<file path="config.mk">
export PLATFORM = sky130hd
export DESIGN_NAME = string_escape_utf8_json_c
export DESIGN_NICKNAME = d
export VERILOG_FILES = /design/src/hw/rtl/sesc_pkg.sv /design/src/hw/rtl/sesc_front.sv /design/src/hw/rtl/sesc_queue.sv /design/src/hw/rtl/sesc_back.sv /design/src/hw/rtl/string_escape_utf8_json_c.sv
export SDC_FILE = /design/constraint.sdc
export NUM_CORES = 1
export LEC_CHECK = 0
export ABC_AREA = 1
export BUFFER_PORTS_ARGS = -buffer_cell sky130_fd_sc_hd__buf_2
export CELL_PAD_IN_SITES_DETAIL_PLACEMENT = 0
export CELL_PAD_IN_SITES_GLOBAL_PLACEMENT = 1
export CORE_MARGIN = 4
export CORE_UTILIZATION = 45
export DETAILED_ROUTE_END_ITERATION = 8
export PLACE_DENSITY_LB_ADDON = 0.25
export SLEW_MARGIN = 15
export SYNTH_ARGS = -nofsm -noshare
export SYNTH_HDL_FRONTEND = slang
export SYNTH_SLANG_ARGS = --single-unit
</file>
<file path="constraint.sdc">
create_clock -name clk -period 11.1 [get_ports clk]
set_input_delay 1.665 -clock clk [delete_from_list [all_inputs] [get_ports clk]]
set_output_delay 1.665 -clock clk [all_outputs]
set_load 0.02 [all_outputs]
</file>
<file path="src/hw/rtl/sesc_pkg.sv">
// ----------------------------------------------------------------------------
// sesc_pkg: shared types and codes for the string escaper
// Item structs, configuration codes, job descriptor and output slot layout.
// ----------------------------------------------------------------------------
package sesc_pkg;

	typedef struct packed {
		logic [7:0] in_byte;
		logic       first_byte;
		logic       last_byte;
	} in_item_t;

	typedef struct packed {
		logic [7:0] out_byte;
		logic       out_last;
	} out_item_t;

	// configuration register indexes
	localparam int CFG_IDX_W = 1;
	localparam int CFG_DATA_W = 2;
	localparam logic [CFG_IDX_W-1:0] REG_ESCAPE_MODE = 1'b0;
	localparam logic [CFG_IDX_W-1:0] REG_EIGHT_BIT   = 1'b1;

	// escape_mode codes; the unused code behaves as pass-through
	localparam logic [1:0] MODE_PASS = 2'd0;
	localparam logic [1:0] MODE_C    = 2'd1;
	localparam logic [1:0] MODE_JSON = 2'd2;

	// how one output unit is spelled
	typedef enum logic [1:0] {
		ENC_LIT = 2'd0,  // the byte itself
		ENC_ESC = 2'd1,  // backslash, one character
		ENC_OCT = 2'd2,  // backslash, three octal digits
		ENC_HEX = 2'd3   // backslash, u, four uppercase hex digits
	} enc_t;

	// output slots of one job, emitted in this order
	localparam int SLOT_N     = 7;
	localparam int SLOT_OPEN  = 0;
	localparam int SLOT_PRE0  = 1;
	localparam int SLOT_PRE1  = 2;
	localparam int SLOT_MAIN  = 3;
	localparam int SLOT_POST0 = 4;
	localparam int SLOT_POST1 = 5;
	localparam int SLOT_CLOSE = 6;

	localparam logic [15:0] UNIT_REPL = 16'hFFFD;
	localparam logic [7:0]  CH_QUOTE  = 8'h22;

	typedef struct packed {
		logic [SLOT_N-1:0] mask;  // slots present; PRE/POST slots are U+FFFD
		enc_t              enc;   // spelling of the main slot
		logic [15:0]       val;
		logic              last;
	} job_t;

endpackage

</file>
<file path="src/hw/rtl/sesc_front.sv">
// ----------------------------------------------------------------------------
// sesc_front: input side of the string escaper
// Holds configuration and UTF-8 decoder state, classifies each input byte
// into a job descriptor and pushes it to the job queue when it has any slot.
// ----------------------------------------------------------------------------
module sesc_front
	import sesc_pkg::*;
(
	input  logic                  clk,
	input  logic                  arst_n,
	input  logic                  cfg_valid,
	input  logic [CFG_IDX_W-1:0]  cfg_index,
	input  logic [CFG_DATA_W-1:0] cfg_data,
	input  logic                  push,
	input  in_item_t              in_item,
	input  logic                  q_full,
	output logic                  q_push,
	output job_t                  q_job
);

	typedef struct packed {
		enc_t        enc;
		logic [15:0] val;
	} unit_t;

	logic [1:0]  mode_q;
	logic        eight_q;
	logic [1:0]  phase_q;
	logic [1:0]  pcnt_q;
	logic [15:0] part_q;

	logic [1:0]  phase_d;
	logic [1:0]  pcnt_d;
	logic [15:0] part_d;
	logic        accept;
	job_t        job;

	function automatic unit_t json_unit(input logic [15:0] u);
		unit_t r;
		r.enc = ENC_ESC;
		r.val = 16'h0000;
		case (u)
			16'h0008: r.val = 16'h0062;
			16'h000C: r.val = 16'h0066;
			16'h000A: r.val = 16'h006E;
			16'h000D: r.val = 16'h0072;
			16'h0009: r.val = 16'h0074;
			16'h0022: r.val = 16'h0022;
			16'h005C: r.val = 16'h005C;
			default: begin
				r.val = u;
				if (u >= 16'h0020 && u < 16'h007F)
					r.enc = ENC_LIT;
				else
					r.enc = ENC_HEX;
			end
		endcase
		return r;
	endfunction

	function automatic unit_t c_unit(input logic [7:0] b, input logic eight);
		unit_t r;
		r.enc = ENC_ESC;
		r.val = 16'h0000;
		case (b)
			8'h0D: r.val = 16'h0072;
			8'h0A: r.val = 16'h006E;
			8'h09: r.val = 16'h0074;
			8'h0B: r.val = 16'h0076;
			8'h08: r.val = 16'h0062;
			8'h0C: r.val = 16'h0066;
			8'h07: r.val = 16'h0061;
			8'h1B: r.val = 16'h0065;
			8'h22: r.val = 16'h0022;
			8'h5C: r.val = 16'h005C;
			default: begin
				r.val = {8'h00, b};
				if ((b >= 8'h20 && b < 8'h7F) || (eight && b > 8'h80))
					r.enc = ENC_LIT;
				else
					r.enc = ENC_OCT;
			end
		endcase
		return r;
	endfunction

	assign accept = push && !q_full;

	always_comb begin
		logic        cut;
		logic        fresh;
		logic [15:0] gathered;
		unit_t       u;
		cut      = in_item.first_byte || (mode_q != MODE_JSON);
		phase_d  = cut ? 2'd0 : phase_q;
		pcnt_d   = cut ? 2'd0 : pcnt_q;
		part_d   = cut ? 16'h0000 : part_q;
		fresh    = 1'b1;
		gathered = 16'h0000;
		u        = '{enc: ENC_LIT, val: 16'h0000};
		job      = '0;
		job.last = in_item.last_byte;

		if (mode_q != MODE_C && mode_q != MODE_JSON) begin
			job.mask[SLOT_MAIN] = 1'b1;
			job.enc             = ENC_LIT;
			job.val             = {8'h00, in_item.in_byte};
		end else begin
			job.mask[SLOT_OPEN]  = in_item.first_byte;
			job.mask[SLOT_CLOSE] = in_item.last_byte;
			if (mode_q == MODE_C) begin
				u = c_unit(in_item.in_byte, eight_q);
				job.mask[SLOT_MAIN] = 1'b1;
			end else begin
				if (phase_d != 2'd0) begin
					if (in_item.in_byte[7:6] == 2'b10) begin
						fresh    = 1'b0;
						gathered = part_d | ({10'h000, in_item.in_byte[5:0]}
							<< ((phase_d >= 2'd2) ? 6 : 0));
						phase_d  = phase_d - 2'd1;
						if (phase_d == 2'd0) begin
							u = json_unit(gathered);
							job.mask[SLOT_MAIN] = 1'b1;
							part_d = 16'h0000;
							pcnt_d = 2'd0;
						end else begin
							part_d = gathered;
							pcnt_d = pcnt_d + 2'd1;
						end
					end else begin
						// broken sequence: replacement for lead and taken bytes
						job.mask[SLOT_PRE0] = 1'b1;
						job.mask[SLOT_PRE1] = (pcnt_d != 2'd0);
						phase_d = 2'd0;
						pcnt_d  = 2'd0;
						part_d  = 16'h0000;
					end
				end
				if (fresh) begin
					pcnt_d = 2'd0;
					if (in_item.in_byte < 8'h80) begin
						u = json_unit({8'h00, in_item.in_byte});
						job.mask[SLOT_MAIN] = 1'b1;
					end else if (in_item.in_byte < 8'hC0) begin
						u = json_unit(UNIT_REPL);
						job.mask[SLOT_MAIN] = 1'b1;
					end else if (in_item.in_byte < 8'hE0) begin
						part_d  = {5'b00000, in_item.in_byte[4:0], 6'b000000};
						phase_d = 2'd1;
					end else if (in_item.in_byte < 8'hF0) begin
						part_d  = {in_item.in_byte[3:0], 12'h000};
						phase_d = 2'd2;
					end else begin
						u = json_unit(UNIT_REPL);
						job.mask[SLOT_MAIN] = 1'b1;
					end
				end
				// string ends inside a sequence
				if (in_item.last_byte && phase_d != 2'd0) begin
					job.mask[SLOT_POST0] = 1'b1;
					job.mask[SLOT_POST1] = (pcnt_d != 2'd0);
					phase_d = 2'd0;
					pcnt_d  = 2'd0;
					part_d  = 16'h0000;
				end
			end
			job.enc = u.enc;
			job.val = u.val;
		end
	end

	assign q_push = accept && (job.mask != '0);
	assign q_job  = job;

	always_ff @(posedge clk or negedge arst_n) begin
		if (!arst_n) begin
			mode_q  <= MODE_PASS;
			eight_q <= 1'b0;
			phase_q <= 2'd0;
			pcnt_q  <= 2'd0;
			part_q  <= 16'h0000;
		end else begin
			if (cfg_valid) begin
				case (cfg_index)
					REG_ESCAPE_MODE: mode_q  <= cfg_data;
					REG_EIGHT_BIT:   eight_q <= cfg_data[0];
					default: ;
				endcase
			end
			if (accept) begin
				phase_q <= phase_d;
				pcnt_q  <= pcnt_d;
				part_q  <= part_d;
			end
		end
	end

endmodule

</file>
<file path="src/hw/rtl/sesc_queue.sv">
// ----------------------------------------------------------------------------
// sesc_queue: job queue between classifier and output sequencer
// Small register FIFO; full is taken from the registered count.
// ----------------------------------------------------------------------------
module sesc_queue
	import sesc_pkg::*;
#(
	parameter int DEPTH = 4
) (
	input  logic clk,
	input  logic arst_n,
	input  logic wr_en,
	input  job_t wr_job,
	output logic full,
	input  logic rd_en,
	output logic head_valid,
	output job_t head
);

	localparam int PTR_W = (DEPTH > 1) ? $clog2(DEPTH) : 1;
	localparam int CNT_W = $clog2(DEPTH + 1);

	job_t             mem_q [DEPTH];
	logic [PTR_W-1:0] wr_ptr_q;
	logic [PTR_W-1:0] rd_ptr_q;
	logic [CNT_W-1:0] count_q;

	assign full       = (count_q == CNT_W'(DEPTH));
	assign head_valid = (count_q != '0);
	assign head       = mem_q[rd_ptr_q];

	always_ff @(posedge clk) begin
		if (wr_en)
			mem_q[wr_ptr_q] <= wr_job;
	end

	always_ff @(posedge clk or negedge arst_n) begin
		if (!arst_n) begin
			wr_ptr_q <= '0;
			rd_ptr_q <= '0;
			count_q  <= '0;
		end else begin
			if (wr_en)
				wr_ptr_q <= (wr_ptr_q == PTR_W'(DEPTH - 1)) ? '0 : wr_ptr_q + 1'b1;
			if (rd_en)
				rd_ptr_q <= (rd_ptr_q == PTR_W'(DEPTH - 1)) ? '0 : rd_ptr_q + 1'b1;
			if (wr_en && !rd_en)
				count_q <= count_q + 1'b1;
			else if (rd_en && !wr_en)
				count_q <= count_q - 1'b1;
		end
	end

endmodule

</file>
<file path="src/hw/rtl/sesc_back.sv">
// ----------------------------------------------------------------------------
// sesc_back: output sequencer of the string escaper
// Walks the slots of the head job, spells each unit one byte per cycle
// while the output register is empty or popped, and loads the output register.
// ----------------------------------------------------------------------------
module sesc_back
	import sesc_pkg::*;
(
	input  logic      clk,
	input  logic      arst_n,
	input  logic      head_valid,
	input  job_t      head,
	output logic      q_pop,
	output logic      empty,
	input  logic      pop,
	output out_item_t out_item
);

	logic              busy_q;
	logic [SLOT_N-1:0] rem_q;
	logic [2:0]        pos_q;
	logic              out_valid_q;
	out_item_t         out_q;

	logic [SLOT_N-1:0] rem;
	logic [SLOT_N-1:0] low;
	logic [SLOT_N-1:0] rem_nxt;
	enc_t              enc;
	logic [15:0]       val;
	logic [2:0]        len_m1;
	logic              unit_end;
	logic              job_end;
	logic              adv;
	logic [7:0]        byte_val;

	function automatic logic [7:0] hex_char(input logic [3:0] n);
		return (n < 4'd10) ? (8'h30 + {4'h0, n}) : (8'h37 + {4'h0, n});
	endfunction

	function automatic logic [7:0] unit_byte(input enc_t e, input logic [15:0] v,
			input logic [2:0] p);
		logic [7:0] r;
		r = 8'h5C;  // backslash opens every escape
		case (e)
			ENC_LIT: r = v[7:0];
			ENC_ESC: if (p != 3'd0) r = v[7:0];
			ENC_OCT: begin
				case (p)
					3'd1:    r = 8'h30 + {6'h00, v[7:6]};
					3'd2:    r = 8'h30 + {5'h00, v[5:3]};
					3'd3:    r = 8'h30 + {5'h00, v[2:0]};
					default: r = 8'h5C;
				endcase
			end
			ENC_HEX: begin
				case (p)
					3'd1:    r = 8'h75;
					3'd2:    r = hex_char(v[15:12]);
					3'd3:    r = hex_char(v[11:8]);
					3'd4:    r = hex_char(v[7:4]);
					3'd5:    r = hex_char(v[3:0]);
					default: r = 8'h5C;
				endcase
			end
			default: r = 8'h5C;
		endcase
		return r;
	endfunction

	assign rem     = busy_q ? rem_q : head.mask;
	assign low     = rem & (~rem + 1'b1);
	assign rem_nxt = rem & ~low;

	always_comb begin
		if (low[SLOT_OPEN] || low[SLOT_CLOSE]) begin
			enc = ENC_LIT;
			val = {8'h00, CH_QUOTE};
		end else if (low[SLOT_MAIN]) begin
			enc = head.enc;
			val = head.val;
		end else begin
			enc = ENC_HEX;
			val = UNIT_REPL;
		end
		case (enc)
			ENC_LIT: len_m1 = 3'd0;
			ENC_ESC: len_m1 = 3'd1;
			ENC_OCT: len_m1 = 3'd3;
			ENC_HEX: len_m1 = 3'd5;
			default: len_m1 = 3'd0;
		endcase
	end

	assign byte_val = unit_byte(enc, val, pos_q);
	assign unit_end = (pos_q == len_m1);
	assign job_end  = unit_end && (rem_nxt == '0);
	assign adv      = head_valid && (!out_valid_q || pop);
	assign q_pop    = adv && job_end;

	assign empty    = !out_valid_q;
	assign out_item = out_q;

	always_ff @(posedge clk or negedge arst_n) begin
		if (!arst_n) begin
			busy_q      <= 1'b0;
			rem_q       <= '0;
			pos_q       <= 3'd0;
			out_valid_q <= 1'b0;
		end else begin
			if (adv) begin
				if (job_end) begin
					busy_q <= 1'b0;
					pos_q  <= 3'd0;
				end else if (unit_end) begin
					busy_q <= 1'b1;
					rem_q  <= rem_nxt;
					pos_q  <= 3'd0;
				end else begin
					busy_q <= 1'b1;
					rem_q  <= rem;
					pos_q  <= pos_q + 3'd1;
				end
				out_valid_q <= 1'b1;
			end else if (pop) begin
				out_valid_q <= 1'b0;
			end
		end
	end

	always_ff @(posedge clk) begin
		if (adv) begin
			out_q.out_byte <= byte_val;
			out_q.out_last <= head.last && job_end;
		end
	end

endmodule

</file>
<file path="src/hw/rtl/string_escape_utf8_json_c.sv">
// The first output byte of an item passes through the job queue and then the
// output register before it is visible.
// Throughput: one output byte per cycle from the sequencer while the output
// register is empty or popped; an item spells up to 19 bytes (1 for plain text).
// Reset: config returns to pass-through, decoder state, queue and output clear.
// ----------------------------------------------------------------------------
// string_escape_utf8_json_c: quoted string escaper, C and JSON styles
// Classifier front end, job queue, byte sequencer with output register.
// ----------------------------------------------------------------------------
module string_escape_utf8_json_c
	import sesc_pkg::*;
#(
	parameter int QUEUE_DEPTH = 4
) (
	input  logic                  clk,
	input  logic                  arst_n,
	input  logic                  cfg_valid,
	output logic                  cfg_ready,
	input  logic [CFG_IDX_W-1:0]  cfg_index,
	input  logic [CFG_DATA_W-1:0] cfg_data,
	input  logic                  push,
	output logic                  full,
	input  in_item_t              in_item,
	output logic                  empty,
	input  logic                  pop,
	output out_item_t             out_item
);

	logic q_full;
	logic q_push;
	job_t q_job;
	logic q_pop;
	logic head_valid;
	job_t head;

	assign cfg_ready = 1'b1;
	assign full      = q_full;

	sesc_front u_front (
		.clk       (clk),
		.arst_n    (arst_n),
		.cfg_valid (cfg_valid),
		.cfg_index (cfg_index),
		.cfg_data  (cfg_data),
		.push      (push),
		.in_item   (in_item),
		.q_full    (q_full),
		.q_push    (q_push),
		.q_job     (q_job)
	);

	sesc_queue #(
		.DEPTH (QUEUE_DEPTH)
	) u_queue (
		.clk        (clk),
		.arst_n     (arst_n),
		.wr_en      (q_push),
		.wr_job     (q_job),
		.full       (q_full),
		.rd_en      (q_pop),
		.head_valid (head_valid),
		.head       (head)
	);

	sesc_back u_back (
		.clk        (clk),
		.arst_n     (arst_n),
		.head_valid (head_valid),
		.head       (head),
		.q_pop      (q_pop),
		.empty      (empty),
		.pop        (pop),
		.out_item   (out_item)
	);

endmodule

</file>
==> metrics.log <==
INFO  metric clock_tree.buffer_depth = 2
INFO  metric synth_cell_types = 57
INFO  metric cts_tree = done
INFO  metric cp.arrival = 5.57 ns
INFO  metric yosysSeqAreaShare = 47.7%
INFO  metric share_seq_of_total_power = 30.2%
INFO  metric critPathKind = input pin to flip-flop
INFO  metric antenna-diode-count = 0
INFO  metric mappedNetlistNets = 1,171
INFO  metric post_cts_resized = 0
INFO  metric critical_path.reg2reg.endpoint = u_queue.count_q[1]
INFO  metric yosys-top-cells-area = edfxtp_1 (36%), dfrtp_1 (11%), nand2_1 (8.7%)
INFO  metric die_area = 23,000 µm²
INFO  metric critical_path_cell_count = 15
INFO  metric worst-endpoint-required = 11.40 ns
INFO  metric postCtsHoldBufs = 0
INFO  metric worst-r2r-cell-count = 24
INFO  metric p_int = 1.60 mW
INFO  metric timing.critical_path.from_type = input pin
INFO  metric coreArea = 20,300 µm²
INFO  metric maxCapViolCount = 0
INFO  metric cts_root_buffer = clkbuf_16
INFO  metric total_switching_power = 1.28 mW
INFO  metric ys.flop_type = edfxtp_1
INFO  metric crit_fanout = 19
INFO  metric max-vdd-ir-drop = 0.120 mV
INFO  metric synthesis.yosys.warnings = 0
INFO  metric critPathTopFamily = simple AND/OR/NAND/NOR gates
INFO  metric setup.worst_path.start = in_item[1]
INFO  metric gp_congestion = 0.923
INFO  metric clock_latency = 0.43 ns
INFO  metric worstPathCellList = buf_2 -> nor2_4 -> nand2_1 -> ha_1 -> inv_1 -> nand2_1 -> nor2_1 -> nor3_1 -> a31oi_1 -> ha_1 -> inv_1 -> fa_1 -> a21oi_1 -> o21ai_0 -> xor2_1
INFO  metric period_needed = 5.27 ns
INFO  metric ys_seq_elements = 155
INFO  metric total_leakage_power = 4.39 nW
INFO  metric initial_utilization = 45.9%
INFO  metric cp-end-kind = flip-flop
INFO  metric layout_cells_sized_above_1 = 10.8%
INFO  metric fillerInstances = 1,968
INFO  metric hold_path_class = flip-flop to flip-flop
INFO  metric critPathSlowestCell = nor2_1
INFO  metric detailedRoute.firstPassIterationCount = 5
INFO  metric gr-usage-all-layers = 21.5%
INFO  metric vias = 7,798
INFO  metric grt_start_max_net_pins = 54
INFO  metric setup-tns-final = 0 ns
INFO  metric timing.final.setup_violations = 0
INFO  metric critical_path.n_buffers_inverters = 3
INFO  metric worst_r2r_startpoint = u_queue.rd_ptr_q[0]
INFO  metric die_height = 152 µm
INFO  metric vias_in_the_first_global_route = 7,518
INFO  metric final-hold-violation-count = 0
INFO  metric sw_frac_of_total = 44.6%
INFO  metric max_freq = 190 MHz
INFO  metric power_frac_clock = 21.4%
INFO  metric min_delay_path_depth = 2
INFO  metric initial_antenna_violation_count = 0
INFO  metric clkSinkCount = 155
INFO  metric wl_met1 = 11.4 mm
INFO  metric ys_async_sr_fraction = 27.1%
INFO  metric nNetsFinal = 1,190
INFO  metric post_synth_instance_area = 9310 µm²
INFO  metric grt_pass1_wl = 40.2 mm
INFO  metric yosys.area.top_type = edfxtp_1
INFO  metric hold_ws = 0.472 ns
INFO  metric final_design_utilization = 50.8%
INFO  metric post-route-period-util = 47.5%
INFO  metric topRoutingLayerUsed = met4
INFO  metric status = finished, final reports clean
INFO  metric io_buffers = 28
INFO  metric critical-path-max-stage-delay = 0.75 ns
INFO  metric powerDensity = 280 nW/µm²
INFO  metric grt_setup_unrepaired = no
INFO  metric ff2ff_setup_slack = 6.40 ns
INFO  metric worst_setup_hold_path_clk_slew = 0.06 ns
INFO  metric synth.avg_cell_area = 8.23 µm²
INFO  metric row_count = 52
INFO  metric wl_met2 = 11.8 mm
INFO  metric area.growth.synth_to_final = 10.7%
INFO  metric die_width = 152 µm
INFO  metric pwr-share-comb = 48.4%
INFO  metric synth-edff-count = 113
INFO  metric postRouteWirelength = 24.8 mm
INFO  metric detailedRoute.firstIterationViolations = 528
INFO  metric vias_per_cell = 5.44
INFO  metric dp_hpwl = 18.1 mm
INFO  metric ant_nets = 0
INFO  metric cts_made_buffers = 17
INFO  metric boundaryPins = 30
INFO  metric routedWlPerCell = 17.3 µm
INFO  metric syn_inst = 1,131
INFO  metric timing_worst_slew_pin_value = 1.08 ns
INFO  metric wl_met3 = 1.10 mm
INFO  metric yosysTopAreaCellShare = 36.5%
INFO  metric finalMaxSlewViolations = 0
INFO  metric remaining_drc_errors = 0
INFO  metric ctsHtreeMaxLevel = 4
INFO  metric postCtsSetupBuffers = 0
INFO  metric grt_overflow = 0
INFO  metric worst_clock_skew = 0.0172 ns
INFO  metric normalized_max_slew_margin = 27.5%
INFO  metric critical_path.endpoint = u_queue.count_q[2]
==> kinds of logic after synthesis <==
| family | Yosys count | synth area share [%] |
|---|---|---|
| AOI/OAI and AO/OA | 234 | 14.5 |
| xor gates and xnor gates | 3 | 0.484 |
| adders and majority gates | 22 | 3.04 |
| buffers and inverters | 191 | 8.55 |
| DFF | 155 | 47.7 |
| other | 1 | 0.0403 |
| and+or+nand+nor | 525 | 25.6 |
==> tightest hold or removal path, cell delays in order, from the launching register on <==
cell and delay (ns):
dfrtp_1 0.33, nand2_1 0.05, nand2_1 0.06
==> cell type report <==
| class | count | area (µm²) | area share (%) |
|---|---|---|---|
| clock buffers | 18 | 429 | 4.17 |
| clock inverters | 14 | 194 | 1.88 |
| inverters | 153 | 587 | 5.70 |
| multi-input cells | 785 | 4080 | 39.6 |
| flip-flops and latches | 155 | 4440 | 43.1 |
| well taps | 270 | 338 | 3.28 |
| repair buffers | 38 | 228 | 2.21 |
==> sequential cells by signal (all words and copies together), names as in the netlist, 2 cells and up <==
| register | flops |
|---|---|
| u_front.phase_q | 2 |
| u_front.pcnt_q | 2 |
| u_front.part_q | 16 |
| u_queue.wr_ptr_q | 2 |
| u_queue.mem_q | 104 |
| u_queue.count_q | 3 |
| u_queue.rd_ptr_q | 2 |
| u_front.mode_q | 2 |
| u_back.rem_q | 7 |
| u_back.pos_q | 3 |
| u_back.out_item | 9 |
==> routing by layer <==
| layer | global-route usage [%] | vias to the layer above |
|---|---|---|
| met5 | 0 | - |
| met1 | 29.4 | 3709 |
| met3 | 3.36 | 29 |
| met2 | 35.9 | 195 |
| li1 | - | 3865 |
| met4 | 5.74 | 0 |
==> power groups by stage <==
stage	Sequential, mW	Combinational [mW]	Clock, mW
4_1_cts	0.871	1.40	0.625
3_3_place_gp	0.880	1.39	0
3_5_place_dp	0.882	1.39	0
2_1_floorplan	0.885	1.06	0
5_1_grt	0.887	1.58	0.651
6_report	0.869	1.39	0.618
==> synth_stat cells, types with 3 or more instances <==
cell / number
inv_2: 8
dfrtp_1: 42
o221ai_1: 5
inv_1: 139
ha_1: 21
o2111ai_1: 3
nor2_1: 165
buf_4: 4
o21ai_1: 13
a31oi_1: 18
o211ai_1: 8
a211oi_1: 3
o32ai_1: 3
or2_2: 6
nand2_1: 215
nor4_1: 5
clkbuf_1: 21
a21oi_1: 49
nand2_4: 7
buf_6: 4
nor2_8: 3
a221oi_1: 5
inv_4: 3
buf_2: 8
nand4_1: 15
edfxtp_1: 113
nand3b_1: 4
o21ai_0: 92
nand2_2: 13
nand3_1: 57
nor3_1: 19
o22ai_1: 20
nor2_4: 6
==> through the flow <==
stage / cells / setup WS, ns / instance area (µm²) / total power [mW]
2_1_floorplan: 1131 / 6.08 / 9310 / 1.94
3_3_place_gp: 1400 / 5.45 / 9660 / 2.27
3_5_place_dp: 1400 / 5.45 / 9660 / 2.28
4_1_cts: 1432 / 5.88 / 10300 / 2.90
5_1_grt: 1433 / 5.38 / 10300 / 3.11
6_report: 1433 / 5.83 / 10300 / 2.88
==> worst min path at each step <==
stage	endpoint	slack, ns	from
detailed placement	u_back.rem_q[5]	0.46	u_back.rem_q[5]
finish	u_back.rem_q[5]	0.47	u_back.rem_q[5]
global route	u_back.rem_q[5]	0.49	u_back.rem_q[5]
CTS	u_back.rem_q[5]	0.48	u_back.rem_q[5]
global placement	u_back.rem_q[4]	0.46	u_back.rem_q[4]
floorplan	u_back.rem_q[4]	0.44	u_back.rem_q[4]
==> cell usage in the layout (no fill, tap or decap), drive strengths merged, types with 4 or more instances in the layout <==
| cell | n |
|---|---|
| o211ai | 8 |
| o22ai | 20 |
| nor2 | 176 |
| edfxtp | 113 |
| dfrtp | 42 |
| a31oi | 18 |
| nand4 | 15 |
| clkbuf | 18 |
| nand3b | 4 |
| clkinv | 6 |
| bufinv | 4 |
| buf | 38 |
| inv | 154 |
| nand3 | 61 |
| ha | 21 |
| o21ai | 105 |
| nor3 | 20 |
| or2 | 7 |
| o221ai | 5 |
| a21oi | 49 |
| nand2 | 235 |
| a221oi | 5 |
| nor4 | 5 |
Power figures use the tool's default switching activity.
